[src/design/dlrc_ram.sv]
// ----------------------------------------------------------------------------
// dlrc_ram
// Generic single write port, single read port RAM with registered read data.
// ----------------------------------------------------------------------------
module dlrc_ram #(
  parameter int WIDTH = 8,
  parameter int DEPTH = 16
) (
  input  logic                     clk,
  input  logic                     we,
  input  logic [$clog2(DEPTH)-1:0] waddr,
  input  logic [WIDTH-1:0]         wdata,
  input  logic [$clog2(DEPTH)-1:0] raddr,
  output logic [WIDTH-1:0]         rdata
);

  logic [WIDTH-1:0] mem_r [DEPTH];
  logic [WIDTH-1:0] rdata_r;

  always_ff @(posedge clk) begin
    if (we) begin
      mem_r[waddr] <= wdata;
    end
    rdata_r <= mem_r[raddr];
  end

  assign rdata = rdata_r;

endmodule

[config.mk]
export PLATFORM = sky130hd
export DESIGN_NAME = dlrc_ram
export DESIGN_NICKNAME = d
export VERILOG_FILES = /design/src/design/dlrc_ram.sv
export SDC_FILE = /design/constraint.sdc
export NUM_CORES = 1
export LEC_CHECK = 0
export ABC_AREA = 1
export BUFFER_PORTS_ARGS = -buffer_cell sky130_fd_sc_hd__clkbuf_2
export CAP_MARGIN = 20
export CORE_MARGIN = 2
export CORE_UTILIZATION = 60
export DETAILED_ROUTE_END_ITERATION = 16
export PLACE_DENSITY = 0.82
export SYNTH_ARGS = -nofsm -noshare
export SYNTH_HDL_FRONTEND = slang
export SYNTH_SLANG_ARGS = --single-unit
[constraint.sdc]
create_clock -name clk -period 1.72 [get_ports clk]
set_input_delay 0.258 -clock clk [delete_from_list [all_inputs] [get_ports clk]]
set_output_delay 0.258 -clock clk [all_outputs]
set_load 0.005 [all_outputs]
Word level (Yosys, flattened, before mapping)
Memories as Yosys holds them, arrays and structs flattened. A register that Yosys moved wholly into a read port is not among the register bits.
Cells that the tools add are included.
{"block": "totals", "reg_bits": 0, "ramBits": 128, "wordCells": 3, "memories": 1}
{"block": "classes", "mux": 2}
{"name": "mem_r", "depth": 16, "width": 8, "rd": 1, "rd_ports_with_merged_regs": 1, "wr": 1, "line_no": "17", "rtl": "logic [WIDTH-1:0] mem_r [DEPTH];"}
{"cell": "1-bit two-way mux", "count": 2}

Depth between registers and ports, before layout
{"block": "logic_depth", "ltp_word": 2, "mapped_depth": 8}

Worst setup path before layout
OpenSTA, ideal clock, no wires.
{"block": "synth_timing", "path_type": "input to register", "start": "input waddr[2]", "end": "memory mem_r[10][0], enable pin", "setup_ns": 0.370, "arrival_ns": 0.839, "setup_slack_ns": 0.511, "stages": 2, "path_buffers": 0, "path_cell_list": "nand3b_1 nor2_1"}
{"item": "start: declaration", "line_no": "11", "rtl": "input logic [$clog2(DEPTH)-1:0] waddr,"}
{"item": "end: declaration", "line_no": "17"}
No word-level cell before the write port.

Worst setup path in the final report
{"block": "layout_timing", "start": "register rdata_r[2], in the netlist rdata[2] (read register of mem_r)", "end": "output rdata[2]"}
{"item": "start: declaration", "line_no": "18", "rtl": "logic [WIDTH-1:0] rdata_r;"}
{"item": "end: declaration", "line_no": "14", "rtl": "output logic [WIDTH-1:0] rdata"}
No word-level cell between the ends.

==> results by group <==
Outcome
  – Status: complete, no violations

Clock tree
  – Clock Sink Count: 136
  – Reg clk slew, reported paths: 0.06 ns
  – Worst skew pair latency: about 0.52 ns
  – CTS tree: built
  – Resized Gates After CTS: 0
  – Clk buf depth: 2
  – Cts bufs inserted: 17
  – Hold Buf Count CTS: 0
  – Root Buffer: clkbuf_8
  – Postcts setup bufs: 0
  – H-tree depth: 4

Timing
  – RSZ-0062 raised after global routing: false
  – Final min period: about 1.3 ns
  – Max-slew violations: 0
  – Crit share post-route: 0.747
  – Sum Neg Setup Slack: 0 ns
  – Endpoints failing setup: 0
  – FMAX: 0.779 GHz
  – Fin. Hold Viols: 0
  – Worst clock skew: between 0.007 and 0.008 ns
  – Slew HR: 0.726
  – Worst Max-Slew Pin Slew: ~0.41 ns

Layout
  – N_diodes: 0
  – Final core occ: 0.724
  – Cell area after layout: around 0.0067 mm²
  – Nets: 613
  – Share of cells above drive strength 1: 0.133
  – Non-Filler Instances: between 700 and 800
  – Area Overhead vs Synth: 16.6%
  – Fill count: 600

Setup path
  – Slowest-stage cell, CP: dfxtp_1
  – CP Capture Type: primary output
  – Worst R2R Path Depth: 6
  – Cells along the critical path: clkbuf_2
  – Worst Path Buf+Inv: 1
  – Required @ worst endpoint: approximately 1.5 ns
  – Worst EP arrival: roughly 1.0 ns
  – Worst Path Max Fanout: 1
  – Slowest stage delay, CP: approximately 0.37 ns
  – Crit path kind: reg -> out
  – CP delay by family, top: flip-flops
  – CP Launch Type: register
  – R2r setup slk: a little under 0.7 ns
  – RR Startpoint: mem_r[6][1]$_DFFE_PP_
  – Reg2Reg Capture Point: rdata[1]$_DFF_P_

Global route
  – Most crowded layer after global routing: met2
  – Initial antenna violation count: 0
  – GRT met1 Usage: 0.356
  – Tot GR Track Use: 0.273
  – Number of global-route vias before repair: between 3,000 and 4,000
  – Largest net degree at the start of global routing: 65
  – First-pass GRT wire length: about 20,000 µm
  – Global route total overflow: 0
  – GRT met2 Usage: 0.448
  – Routing usage on met3: 0.0636

Hold path
  – Hold Path Sink: rdata[5]$_DFF_P_
  – Hold wc startpoint: raddr[3]
  – Hold Crit Class: in -> reg
  – Hold depth: 3

Floorplanning
  – IO Pins: 26
  – Die height: about 100 µm
  – Standard-cell row count: 35
  – Initial core utilization: 0.621
  – Die ar.: about 0.010 mm²
  – Die Width: 102 µm
  – Core area: between 0.009 and 0.01 mm²

Synth
  – Library cells used by synthesis: 12
  – Synthesis warning total: 0
  – #FFs+latches synth: 136
  – Mapped Cells: 551
  – Net count after synthesis: around 570
  – Post-synthesis sequential area ratio: 0.694
  – Avg Cell Area, Syn: between 10 and 15 µm²
  – Syn Std Cell Area: 0.00577 mm²

Place
  – Input/output buffers: 25
  – Post-Place Cell Area: about 0.006 mm²
  – Detail Placement HPWL: between 7000 and 8000 µm
  – RePlAce Congestion: between 0.8 and 0.9
  – Placed insts: 705

Pwr
  – Static leakage: 2.96 nW
  – Pwr dens: 1180 mW/mm²
  – Worst IR Drop VDD: approximately 0.77 mV

Detailed routing
  – Pre-Repair DR Iteration Count: 5
  – Final ANT Viol Nets: 0
  – Via-to-Cell Ratio: 5.50
  – Total wire length: around 13,000 µm
  – DRC violations left: 0
  – Via count of the routed design: approximately 4,100
  – Post-DR wirelength/cell: approximately 18 µm
  – Drt initial violations: between 500 and 600

Run
  – # Max-Cap Violations: 0
## how the worst max path moves through the flow
stage | start | endpoint | slack [ns] | cells past startpoint
2_1_floorplan | waddr[2] | mem_r[10][0]$_DFFE_PP_ | 0.51 | 2
3_3_place_gp | raddr[0] | rdata[2]$_DFF_P_ | 0.44 | 8
3_5_place_dp | raddr[0] | rdata[2]$_DFF_P_ | 0.38 | 8
4_1_cts | rdata[2]$_DFF_P_ | rdata[2] | 0.37 | 1
5_1_grt | rdata[2]$_DFF_P_ | rdata[2] | 0.36 | 1
6_report | rdata[2]$_DFF_P_ | rdata[2] | 0.44 | 1
## cell usage after synthesis (all sizes together)
cell type	count	share of area
inv	102	0.066
buf	24	0.029
dfxtp	8	0.028
nand3b	2	0.0026
edfxtp	128	0.67
nor2	17	0.011
nand2	173	0.11
nand3	97	0.084
## layout make-up
class | count | area [µm²] | area share
inverter | 102 | 383 | 0.0569
tap | 129 | 161 | 0.0240
clock buffer | 21 | 449 | 0.0668
multi-input combinational | 289 | 1210 | 0.180
sequential | 136 | 4000 | 0.595
timing repair buffer | 49 | 343 | 0.0510
clock inverter | 11 | 171 | 0.0255
## cell families after synthesis
family        Yosys count  synth area share
simple gates          289             0.210
flops                 136             0.694
buf+inv               126            0.0952
## report_power, final
part | internal (mW) | switching (mW) | leakage, nW
registers | 3.71 | 0.0238 | 1.22
clock network | 2.43 | 1.34 | 0.298
logic | 0.140 | 0.316 | 1.44
## stage by stage
stage,power (mW),worst slack [ns],hold WS [ns]
4_1_cts,7.95,0.372,0.146
2_1_floorplan,4.06,0.511,0.357
3_3_place_gp,4.21,0.440,0.626
3_5_place_dp,4.24,0.379,0.635
6_report,7.96,0.436,0.171
5_1_grt,8.17,0.359,0.174
## cells in the final DEF (no fill, tap or decap), types with 3 or more instances in the layout
| cell type | Yosys | final |
|---|---|---|
| buf_12 | 0 | 3 |
| buf_4 | 4 | 21 |
| bufinv_16 | 0 | 4 |
| clkbuf_16 | 0 | 16 |
| clkbuf_2 | 0 | 25 |
| clkbuf_8 | 0 | 3 |
| clkinv_4 | 0 | 3 |
| dfxtp_1 | 8 | 8 |
| edfxtp_1 | 128 | 128 |
| inv_1 | 100 | 100 |
| nand2_1 | 173 | 173 |
| nand3_1 | 97 | 97 |
| nor2_1 | 17 | 17 |
## registers in the layout, indices dropped and copies added (netlist names)
name and cells:
mem_r 128, rdata 8
## routing by layer
layer | routed length [µm] | up-vias | part of all wire
met1 | 4860 | 1924 | 0.37
met2 | 6740 | 243 | 0.51
met4 | 262 | 0 | 0.020
met3 | 1290 | 29 | 0.098
met5 | 0 | - | 0
li1 | - | 1861 | -
No activity file was read; power rests on OpenSTA's default activity.
